## src/rtl/tspk_pkg.sv

```systemverilog
// Shared types, field widths, key layout constants and the factorial weight function.
package tspk_pkg;

    localparam int RANK_W       = 19;
    localparam int COUNT_W      = 4;
    localparam int KEY_W        = 32;
    localparam int MASK_SHIFT   = 19;
    localparam int BCOUNT_SHIFT = 28;
    localparam int MASK_W       = BCOUNT_SHIFT - MASK_SHIFT;
    localparam int SUM_W        = COUNT_W + 1;

    typedef logic [RANK_W-1:0]  rank_t;
    typedef logic [COUNT_W-1:0] count_t;
    typedef logic [KEY_W-1:0]   key_t;
    typedef logic [MASK_W-1:0]  occ_mask_t;

    // Sideband that travels next to the rank data through every stage.
    typedef struct packed {
        logic   count_error;
        count_t a_count;
        count_t b_count;
    } side_t;

    // n! for the small n used here; evaluated on constants only.
    function automatic rank_t factorial(input int n);
        int    k;
        rank_t f;
        begin
            f = rank_t'(1);
            for (k = 2; k <= n; k++)
            begin
                f = rank_t'(int'(f) * k);
            end
            return f;
        end
    endfunction

endpackage

```

## src/rtl/tspk_ifs.sv

```systemverilog
// Valid/ready channel interfaces for the input item and the result key.
interface tspk_item_if #(
    parameter int VALUES_W = 36
);
    logic                  valid;
    logic                  ready;
    logic [VALUES_W-1:0]   stacked_values;
    tspk_pkg::count_t      a_count;
    tspk_pkg::count_t      b_count;

    modport source (output valid, output stacked_values, output a_count, output b_count,
                    input ready);
    modport sink   (input valid, input stacked_values, input a_count, input b_count,
                    output ready);
endinterface

interface tspk_key_if;
    logic              valid;
    logic              ready;
    tspk_pkg::rank_t   perm_rank;
    tspk_pkg::key_t    state_key;
    logic              count_error;

    modport source (output valid, output perm_rank, output state_key, output count_error,
                    input ready);
    modport sink   (input valid, input perm_rank, input state_key, input count_error,
                    output ready);
endinterface

```

## src/rtl/tspk_count.sv

```systemverilog
// Stage 1: count the later values smaller than each position and check the stack counts.
module tspk_count #(
    parameter int ELEMENT_COUNT = 9,
    parameter int ELEMENT_BITS  = 4
) (
    input  logic                                        clk,
    input  logic                                        rst_n,
    input  logic                                        item_valid,
    output logic                                        item_ready,
    input  logic [ELEMENT_COUNT*ELEMENT_BITS-1:0]       values,
    input  tspk_pkg::count_t                            a_count,
    input  tspk_pkg::count_t                            b_count,
    output logic                                        counts_valid,
    input  logic                                        counts_ready,
    output logic [ELEMENT_COUNT-1:0][$clog2(ELEMENT_COUNT)-1:0] counts,
    output tspk_pkg::side_t                             side
);

    localparam int CNT_W = $clog2(ELEMENT_COUNT);

    logic [ELEMENT_COUNT-1:0][ELEMENT_BITS-1:0] vals;
    logic [ELEMENT_COUNT-1:0][CNT_W-1:0]        counts_next;
    logic [ELEMENT_COUNT-1:0][CNT_W-1:0]        counts_reg;
    tspk_pkg::side_t                            side_next;
    tspk_pkg::side_t                            side_reg;
    logic                                       valid_reg;

    assign vals = values;

    always_comb
    begin
        for (int i = 0; i < ELEMENT_COUNT; i++)
        begin
            counts_next[i] = '0;
            for (int j = 0; j < ELEMENT_COUNT; j++)
            begin
                if (j > i && vals[j] < vals[i])
                begin
                    counts_next[i] = counts_next[i] + CNT_W'(1);
                end
            end
        end
        side_next.a_count     = a_count;
        side_next.b_count     = b_count;
        side_next.count_error = (tspk_pkg::SUM_W'(a_count) + tspk_pkg::SUM_W'(b_count))
                                != tspk_pkg::SUM_W'(ELEMENT_COUNT);
    end

    // Advance when the register is empty or its content moves on.
    assign item_ready = !valid_reg || counts_ready;

    always_ff @(posedge clk or negedge rst_n)
    begin
        if (!rst_n)
        begin
            valid_reg <= 1'b0;
        end
        else if (item_ready)
        begin
            valid_reg <= item_valid;
        end
    end

    always_ff @(posedge clk)
    begin
        if (item_ready && item_valid)
        begin
            counts_reg <= counts_next;
            side_reg   <= side_next;
        end
    end

    assign counts_valid = valid_reg;
    assign counts       = counts_reg;
    assign side         = side_reg;

endmodule

```

## src/rtl/tspk_weight.sv

```systemverilog
// Stage 2: weight each smaller-count by the factorial of the positions left.
module tspk_weight #(
    parameter int ELEMENT_COUNT = 9
) (
    input  logic                                                clk,
    input  logic                                                rst_n,
    input  logic                                                counts_valid,
    output logic                                                counts_ready,
    input  logic [ELEMENT_COUNT-1:0][$clog2(ELEMENT_COUNT)-1:0] counts,
    input  tspk_pkg::side_t                                     side,
    output logic                                                products_valid,
    input  logic                                                products_ready,
    output tspk_pkg::rank_t [ELEMENT_COUNT-1:0]                 products,
    output tspk_pkg::side_t                                     products_side
);

    tspk_pkg::rank_t [ELEMENT_COUNT-1:0] products_next;
    tspk_pkg::rank_t [ELEMENT_COUNT-1:0] products_reg;
    tspk_pkg::side_t                     side_reg;
    logic                                valid_reg;

    // Constant multiplies; each product stays below ELEMENT_COUNT!.
    always_comb
    begin
        for (int i = 0; i < ELEMENT_COUNT; i++)
        begin
            products_next[i] = tspk_pkg::rank_t'(tspk_pkg::rank_t'(counts[i])
                               * tspk_pkg::factorial(ELEMENT_COUNT - 1 - i));
        end
    end

    assign counts_ready = !valid_reg || products_ready;

    always_ff @(posedge clk or negedge rst_n)
    begin
        if (!rst_n)
        begin
            valid_reg <= 1'b0;
        end
        else if (counts_ready)
        begin
            valid_reg <= counts_valid;
        end
    end

    always_ff @(posedge clk)
    begin
        if (counts_ready && counts_valid)
        begin
            products_reg <= products_next;
            side_reg     <= side;
        end
    end

    assign products_valid = valid_reg;
    assign products       = products_reg;
    assign products_side  = side_reg;

endmodule

```

## src/rtl/tspk_accum.sv

```systemverilog
// Stages 3 and 4: sum the weighted counts in groups, then total them and assemble the key.
module tspk_accum #(
    parameter int ELEMENT_COUNT = 9
) (
    input  logic                                clk,
    input  logic                                rst_n,
    input  logic                                products_valid,
    output logic                                products_ready,
    input  tspk_pkg::rank_t [ELEMENT_COUNT-1:0] products,
    input  tspk_pkg::side_t                     products_side,
    output logic                                result_valid,
    input  logic                                result_ready,
    output tspk_pkg::rank_t                     perm_rank,
    output tspk_pkg::key_t                      state_key,
    output logic                                count_error
);

    localparam int GROUP_COUNT = (ELEMENT_COUNT + 2) / 3;

    tspk_pkg::rank_t [GROUP_COUNT-1:0] group_next;
    tspk_pkg::rank_t [GROUP_COUNT-1:0] group_reg;
    tspk_pkg::side_t                   side_reg;
    logic                              group_valid_reg;
    logic                              group_ready;

    tspk_pkg::rank_t                   total;
    tspk_pkg::occ_mask_t               occ_mask;
    tspk_pkg::rank_t                   rank_next;
    tspk_pkg::key_t                    key_next;
    tspk_pkg::rank_t                   rank_reg;
    tspk_pkg::key_t                    key_reg;
    logic                              error_reg;
    logic                              result_valid_reg;

    // Groups of three products.
    always_comb
    begin
        for (int g = 0; g < GROUP_COUNT; g++)
        begin
            group_next[g] = '0;
            for (int k = 0; k < 3; k++)
            begin
                if (3 * g + k < ELEMENT_COUNT)
                begin
                    group_next[g] = group_next[g] + products[3 * g + k];
                end
            end
        end
    end

    // Total, occupancy mask and key; a count mismatch forces zeros.
    always_comb
    begin
        total = '0;
        for (int g = 0; g < GROUP_COUNT; g++)
        begin
            total = total + group_reg[g];
        end
        for (int k = 0; k < tspk_pkg::MASK_W; k++)
        begin
            occ_mask[k] = side_reg.a_count > tspk_pkg::COUNT_W'(k);
        end
        if (side_reg.count_error)
        begin
            rank_next = '0;
            key_next  = '0;
        end
        else
        begin
            rank_next = total;
            key_next  = {side_reg.b_count, occ_mask, total};
        end
    end

    assign group_ready    = !result_valid_reg || result_ready;
    assign products_ready = !group_valid_reg || group_ready;

    always_ff @(posedge clk or negedge rst_n)
    begin
        if (!rst_n)
        begin
            group_valid_reg  <= 1'b0;
            result_valid_reg <= 1'b0;
        end
        else
        begin
            if (products_ready)
            begin
                group_valid_reg <= products_valid;
            end
            if (group_ready)
            begin
                result_valid_reg <= group_valid_reg;
            end
        end
    end

    always_ff @(posedge clk)
    begin
        if (products_ready && products_valid)
        begin
            group_reg <= group_next;
            side_reg  <= products_side;
        end
        if (group_ready && group_valid_reg)
        begin
            rank_reg  <= rank_next;
            key_reg   <= key_next;
            error_reg <= side_reg.count_error;
        end
    end

    assign result_valid = result_valid_reg;
    assign perm_rank    = rank_reg;
    assign state_key    = key_reg;
    assign count_error  = error_reg;

endmodule

```

## src/rtl/two_stack_permutation_rank_key.sv

```systemverilog
// Top level: four-stage pipeline that turns a two-stack split into a Lehmer rank and a key.
//
//   Channel | Role   | Payload
//   --------+--------+-------------------------------------------------------
//   item    | sink   | stacked_values, a_count, b_count
//   key     | source | perm_rank, state_key, count_error
//
// One request is taken per cycle unless a stalled key output backs up to stage 1.
// Stages: compare/count, factorial weighting, group sums, total and key assembly.
// Reset clears the stage valid bits only; payload registers load on advance.
// Each stage holds while it is full and the next one stalls, and fills whenever it is
// empty, so bubbles close up and a stalled result never blocks upstream empty stages.
module two_stack_permutation_rank_key #(
    parameter int ELEMENT_COUNT = 9,
    parameter int ELEMENT_BITS  = 4
) (
    input  logic              clk,
    input  logic              rst_n,
    tspk_item_if.sink         item,
    tspk_key_if.source        key
);

    localparam int CNT_W = $clog2(ELEMENT_COUNT);
    localparam tspk_pkg::rank_t RANK_LIMIT = tspk_pkg::factorial(ELEMENT_COUNT);

    // Stage 1 to stage 2
    logic                                counts_valid;
    logic                                counts_ready;
    logic [ELEMENT_COUNT-1:0][CNT_W-1:0] counts;
    tspk_pkg::side_t                     counts_side;

    // Stage 2 to stage 3
    logic                                products_valid;
    logic                                products_ready;
    tspk_pkg::rank_t [ELEMENT_COUNT-1:0] products;
    tspk_pkg::side_t                     products_side;

    // Count smaller successors and flag a stack count mismatch.
    tspk_count #(
        .ELEMENT_COUNT (ELEMENT_COUNT),
        .ELEMENT_BITS  (ELEMENT_BITS)
    ) u_count (
        .clk          (clk),
        .rst_n        (rst_n),
        .item_valid   (item.valid),
        .item_ready   (item.ready),
        .values       (item.stacked_values[ELEMENT_COUNT*ELEMENT_BITS-1:0]),
        .a_count      (item.a_count),
        .b_count      (item.b_count),
        .counts_valid (counts_valid),
        .counts_ready (counts_ready),
        .counts       (counts),
        .side         (counts_side)
    );

    // Weight counts by the factorial of the remaining positions.
    tspk_weight #(
        .ELEMENT_COUNT (ELEMENT_COUNT)
    ) u_weight (
        .clk            (clk),
        .rst_n          (rst_n),
        .counts_valid   (counts_valid),
        .counts_ready   (counts_ready),
        .counts         (counts),
        .side           (counts_side),
        .products_valid (products_valid),
        .products_ready (products_ready),
        .products       (products),
        .products_side  (products_side)
    );

    // Sum the weights and pack rank, occupancy mask and second-stack count.
    tspk_accum #(
        .ELEMENT_COUNT (ELEMENT_COUNT)
    ) u_accum (
        .clk            (clk),
        .rst_n          (rst_n),
        .products_valid (products_valid),
        .products_ready (products_ready),
        .products       (products),
        .products_side  (products_side),
        .result_valid   (key.valid),
        .result_ready   (key.ready),
        .perm_rank      (key.perm_rank),
        .state_key      (key.state_key),
        .count_error    (key.count_error)
    );

    // A good split always ranks below ELEMENT_COUNT!.
    a_rank_bound: assert property (@(posedge clk) disable iff (!rst_n)
        key.valid && !key.count_error |-> key.perm_rank < RANK_LIMIT)
        else $error("perm_rank out of range");

    // A count mismatch must zero both result fields.
    a_error_zero: assert property (@(posedge clk) disable iff (!rst_n)
        key.valid && key.count_error |-> key.perm_rank == '0 && key.state_key == '0)
        else $error("count_error result not zero");

    // Occupancy bits plus second-stack count must cover all elements.
    a_key_counts: assert property (@(posedge clk) disable iff (!rst_n)
        key.valid && !key.count_error |->
        $countones(key.state_key[tspk_pkg::MASK_SHIFT +: tspk_pkg::MASK_W])
        + int'(key.state_key[tspk_pkg::BCOUNT_SHIFT +: tspk_pkg::COUNT_W]) == ELEMENT_COUNT)
        else $error("key counts do not add up");

    // Low key field carries the rank itself.
    a_key_rank: assert property (@(posedge clk) disable iff (!rst_n)
        key.valid |-> key.state_key[tspk_pkg::RANK_W-1:0] == key.perm_rank)
        else $error("key rank field mismatch");

endmodule
```

## src/flat_wrapper.sv

```systemverilog
// flat-port wrapper written by rule: the top's interface ports become plain ports
module two_stack_permutation_rank_key_flat 
#(
    parameter int ELEMENT_COUNT = 9,
    parameter int ELEMENT_BITS  = 4
)
  (clk, rst_n, item_valid, item_stacked_values, item_a_count, item_b_count, item_ready, key_valid, key_perm_rank, key_state_key, key_count_error, key_ready);
  tspk_item_if item_i ();
  tspk_key_if key_i ();
  input  logic clk;
  input  logic rst_n;
  input wire logic [$bits(item_i.valid)-1:0] item_valid;
  input wire logic [$bits(item_i.stacked_values)-1:0] item_stacked_values;
  input wire logic [$bits(item_i.a_count)-1:0] item_a_count;
  input wire logic [$bits(item_i.b_count)-1:0] item_b_count;
  output wire logic [$bits(item_i.ready)-1:0] item_ready;
  output wire logic [$bits(key_i.valid)-1:0] key_valid;
  output wire logic [$bits(key_i.perm_rank)-1:0] key_perm_rank;
  output wire logic [$bits(key_i.state_key)-1:0] key_state_key;
  output wire logic [$bits(key_i.count_error)-1:0] key_count_error;
  input wire logic [$bits(key_i.ready)-1:0] key_ready;
  assign item_i.valid = item_valid;
  assign item_i.stacked_values = item_stacked_values;
  assign item_i.a_count = item_a_count;
  assign item_i.b_count = item_b_count;
  assign item_ready = item_i.ready;
  assign key_valid = key_i.valid;
  assign key_perm_rank = key_i.perm_rank;
  assign key_state_key = key_i.state_key;
  assign key_count_error = key_i.count_error;
  assign key_i.ready = key_ready;
  two_stack_permutation_rank_key #(.ELEMENT_COUNT(ELEMENT_COUNT), .ELEMENT_BITS(ELEMENT_BITS)) u_core (.clk(clk), .rst_n(rst_n), .item(item_i), .key(key_i));
endmodule
```

## config.mk

```make
export PLATFORM = sky130hd
export DESIGN_NAME = two_stack_permutation_rank_key_flat
export DESIGN_NICKNAME = d
export VERILOG_FILES = /design/src/rtl/tspk_pkg.sv /design/src/rtl/tspk_ifs.sv /design/src/rtl/tspk_count.sv /design/src/rtl/tspk_weight.sv /design/src/rtl/tspk_accum.sv /design/src/rtl/two_stack_permutation_rank_key.sv /design/src/flat_wrapper.sv
export SDC_FILE = /design/constraint.sdc
export NUM_CORES = 1
export LEC_CHECK = 0
export BUFFER_PORTS_ARGS = -buffer_cell sky130_fd_sc_hd__buf_2
export CAP_MARGIN = 20
export CORE_MARGIN = 2
export CORE_UTILIZATION = 45
export CTS_CLUSTER_SIZE = 20
export DETAILED_ROUTE_END_ITERATION = 10
export GPL_ROUTABILITY_DRIVEN = 0
export RECOVER_POWER = 25
export SLEW_MARGIN = 20
export SYNTH_ARGS = -nofsm -noshare
export SYNTH_HDL_FRONTEND = slang
export SYNTH_SLANG_ARGS = --single-unit
```

## constraint.sdc

```tcl
create_clock -name clk -period 4.9 [get_ports clk]
set_input_delay 0.49 -clock clk [delete_from_list [all_inputs] [get_ports clk]]
set_output_delay 0.49 -clock clk [all_outputs]
set_load 0.01 [all_outputs]
```

==> results.md <==
- Status: finished with violations
- Failing checks: max-capacitance violations, max-slew violations
- Ys flop type: edfxtp_1
- Total grt overflow: 0
- Num ports: roughly 100
- Levels on crit path: 21
- Post-CTS Setup Bufs: 0
- CTS tree: built
- Most common cell after layout, fill and taps aside: ha_1
- Clk buf depth: 2
- Synthesis Warnings: 0
- Crit end category: flip-flop
- Leak: 6.88 nW
- Clock slew at reported path FFs: 0.08 ns
- Drt pass-1 iters: 7
- CORE AREA: 29500 um^2
- EDFF count, synth: 172
- Max VDD drop: 276 uV
- Tot GR Track Use: approximately 16%
- Syn avg cell area: 11.5 um^2
- Max frequency: 227 MHz
- Most frequent cells in the layout: ha_1, edfxtp_1, inv_1, buf_2
- Number of global-route vias before repair: 8357
- Max cap viols: 1
- Simple-gate area share of the yosys netlist: under 10%
- Endpoints failing setup: 0
- Port Buffers: 101
- CP Buf/Inv Count: 4
- Final Util: 50.4%
- CTS HTree Levels: 4
- Syn nets: about 1500
- Post_cts resized: 0
- Type of the most critical hold path: in -> reg
- Synth Area in Compound Gates: 11.7%
- Final hold vios: 0
- CTS Hold Buffers Added: 1
- Count of cell types in the netlist: 68
- Vias per std cell: 5.00
- P&R area growth vs syn: 11.1%
- First-pass GRT wire length: ~40 mm
- Post-DP HPWL: 18.4 mm
- Die area: 31100 um^2
- RSZ-0062 raised after global routing: no
- Share of cells above drive strength 1: 11.8%
- Mux cell area share after synthesis: 1.16%
- Total power draw: roughly 9.8 mW
- Crit path max-delay family: adder cells
- Routed wire length: approximately 23 mm
- Worst path max stage delay: 0.31 ns
- Synth Instances: 1159
- CP Class: in -> reg
- DRC violations left: 0
- WL/cell: 14.0 um
- Critical Path RT: around 5 ns
- Most frequent cell on the critical path: ha_1
- Post-Synth Adder-Cell Area: 28.4%
- Max reg flops: 57
- Die Y: between 150 and 200 um
- Post-synth ARST share: 2.27%
- Clk sinks: 176
- Fin. max-slew vios: 34
- Hold-critical path depth: 1
- PwrDens: 661 nW/um^2
- Final ANT Viol Nets: 0
- Inserted Diodes: 0
- Worst Clk Skew: 0.0127 ns
- Initial Util: 45.4%
- Post-synthesis xor/xnor area fraction: 6.19%
- Mapped Area: 13400 um^2
- Startpoint types: input pin
- TNS Setup: 0 ns
- Highest-delay cell along the critical path: a21oi_1
- Initial DRC count: 299
- Total CTS buffers: 17
- Worst Path Max Fanout: 8
- Min cycle time layout: about 4.4 ns
- Antenna violations before repair: 0
- Slew headroom: -17.1%
- Post-synthesis sequential area ratio: 39.4%
- Root buffer cell: clkbuf_16
- Via count: 8324
- Worst-path cell chain: buf_2 > inv_1 > ha_1 > or2_2 > a21oi_1 > a21oi_1 > inv_1 > ha_1 > nor3_1 > a31oi_1 > a22oi_1 > and2_4 > inv_1 > ha_1 > xnor2_1 > nand3_1 > o311ai_4 > ha_1 > mux2_2 > ha_1 > mux2_2
- Die Wd: 176 um
- Final Cycle Share: 89.8%
- Synthesized flop and latch total: 176
- Final net count: 1593
- Largest family of logic cells by synthesized area: adder cells
- Worst-Skew Late Latency: 0.44 ns
- FP Rows: 63
- Worst-Margin Slew: 1.76 ns
- Largest net degree at the start of global routing: 67
- Crit path DAT: 4.59 ns
- Reg2reg path depth: 14
==> routing by layer <==
layer | part of all wire [%] | GRT usage [%] | vias to the layer above | wire length [um]
met2 | 49 | 28.4 | 118 | 11500
met3 | 2.6 | 2.39 | 17 | 614
met1 | 47 | 20.4 | 3862 | 11000
met4 | 1.0 | 3.65 | 0 | 239
li1 | - | - | 4327 | -
met5 | 0 | 0 | - | 0
==> worst paths after layout <==
kind                            slack [ns]                             end                             start
max in group asynchronous             4.29  u_core.u_accum.group_valid_reg                             rst_n
worst min register to register        0.42      u_core.u_accum.side_reg[4]  u_core.u_weight.products_side[4]
worst max register to register        1.45    u_core.u_accum.perm_rank[14]      u_core.u_accum.group_reg[21]
worst max-delay path                  0.50        u_core.u_count.counts[1]            item_stacked_values[2]
worst min-delay path                  0.24          u_core.u_count.side[0]                   item_b_count[0]
min in group asynchronous             0.42     u_core.u_accum.result_valid                             rst_n
==> metrics by stage <==
step                      setup WS [ns]  std cells  area, um^2  hold slack, ns
after floorplan                   0.552       1159       13400           0.194
after global placement            0.242       1631       14200           0.299
after detailed placement         0.0327       1631       14200           0.303
after CTS                         0.507       1664       14900           0.219
after global routing             0.0895       1664       14900           0.216
final                             0.502       1664       14900           0.240
==> worst register-to-register path: cells and delay by family, from the launching register on <==
kind,cells,cell delay (ns)
buffers and inverters,1,0.07
flip-flops,1,0.37
AO/OA/AOI/OAI,6,1.08
AND/OR/NAND/NOR,4,1.07
adder cells (fa/ha/maj),3,0.71
==> report_power, final <==
part / switching [mW] / internal (mW) / leakage, nW
combinational: 2.91 / 2.59 / 4.85
clock: 0.670 / 0.707 / 0.303
sequential: 0.308 / 2.63 / 1.72
total: 3.89 / 5.93 / 6.88
==> logic make-up after synthesis <==
logic type | after synthesis
AOI/OAI and AO/OA | 236
muxes | 14
adders and majority gates | 284
buffers and inverters | 155
and+or+nand+nor | 201
other | 1
xor gates and xnor gates | 92
DFF | 176
==> cell usage after synthesis (16+ instances only) <==
master	instances	area share (%)
a21oi_1	65	2.4
ha_1	251	23
nor2b_1	16	0.75
edfxtp_1	172	39
inv_1	131	3.7
xor2_1	36	2.4
nor2_1	42	1.2
o21ai_0	38	1.4
xnor2_1	54	3.5
nand2_1	36	1.0
a21o_1	65	3.6
nand3_1	17	0.64
nand2b_1	34	1.6
fa_1	33	4.9
buf_4	19	1.1
==> area by class of cell <==
| type | instances | area (um^2) |
|---|---|---|
| clock inverter | 15 | 209 |
| tap | 390 | 488 |
| clock buffer | 17 | 425 |
| multi-input combinational | 828 | 7450 |
| sequential | 176 | 5270 |
| fill | 2633 | 14600 |
| timing repair buffer | 107 | 519 |
| inverter | 131 | 492 |
(Power assumes the default switching activity.)
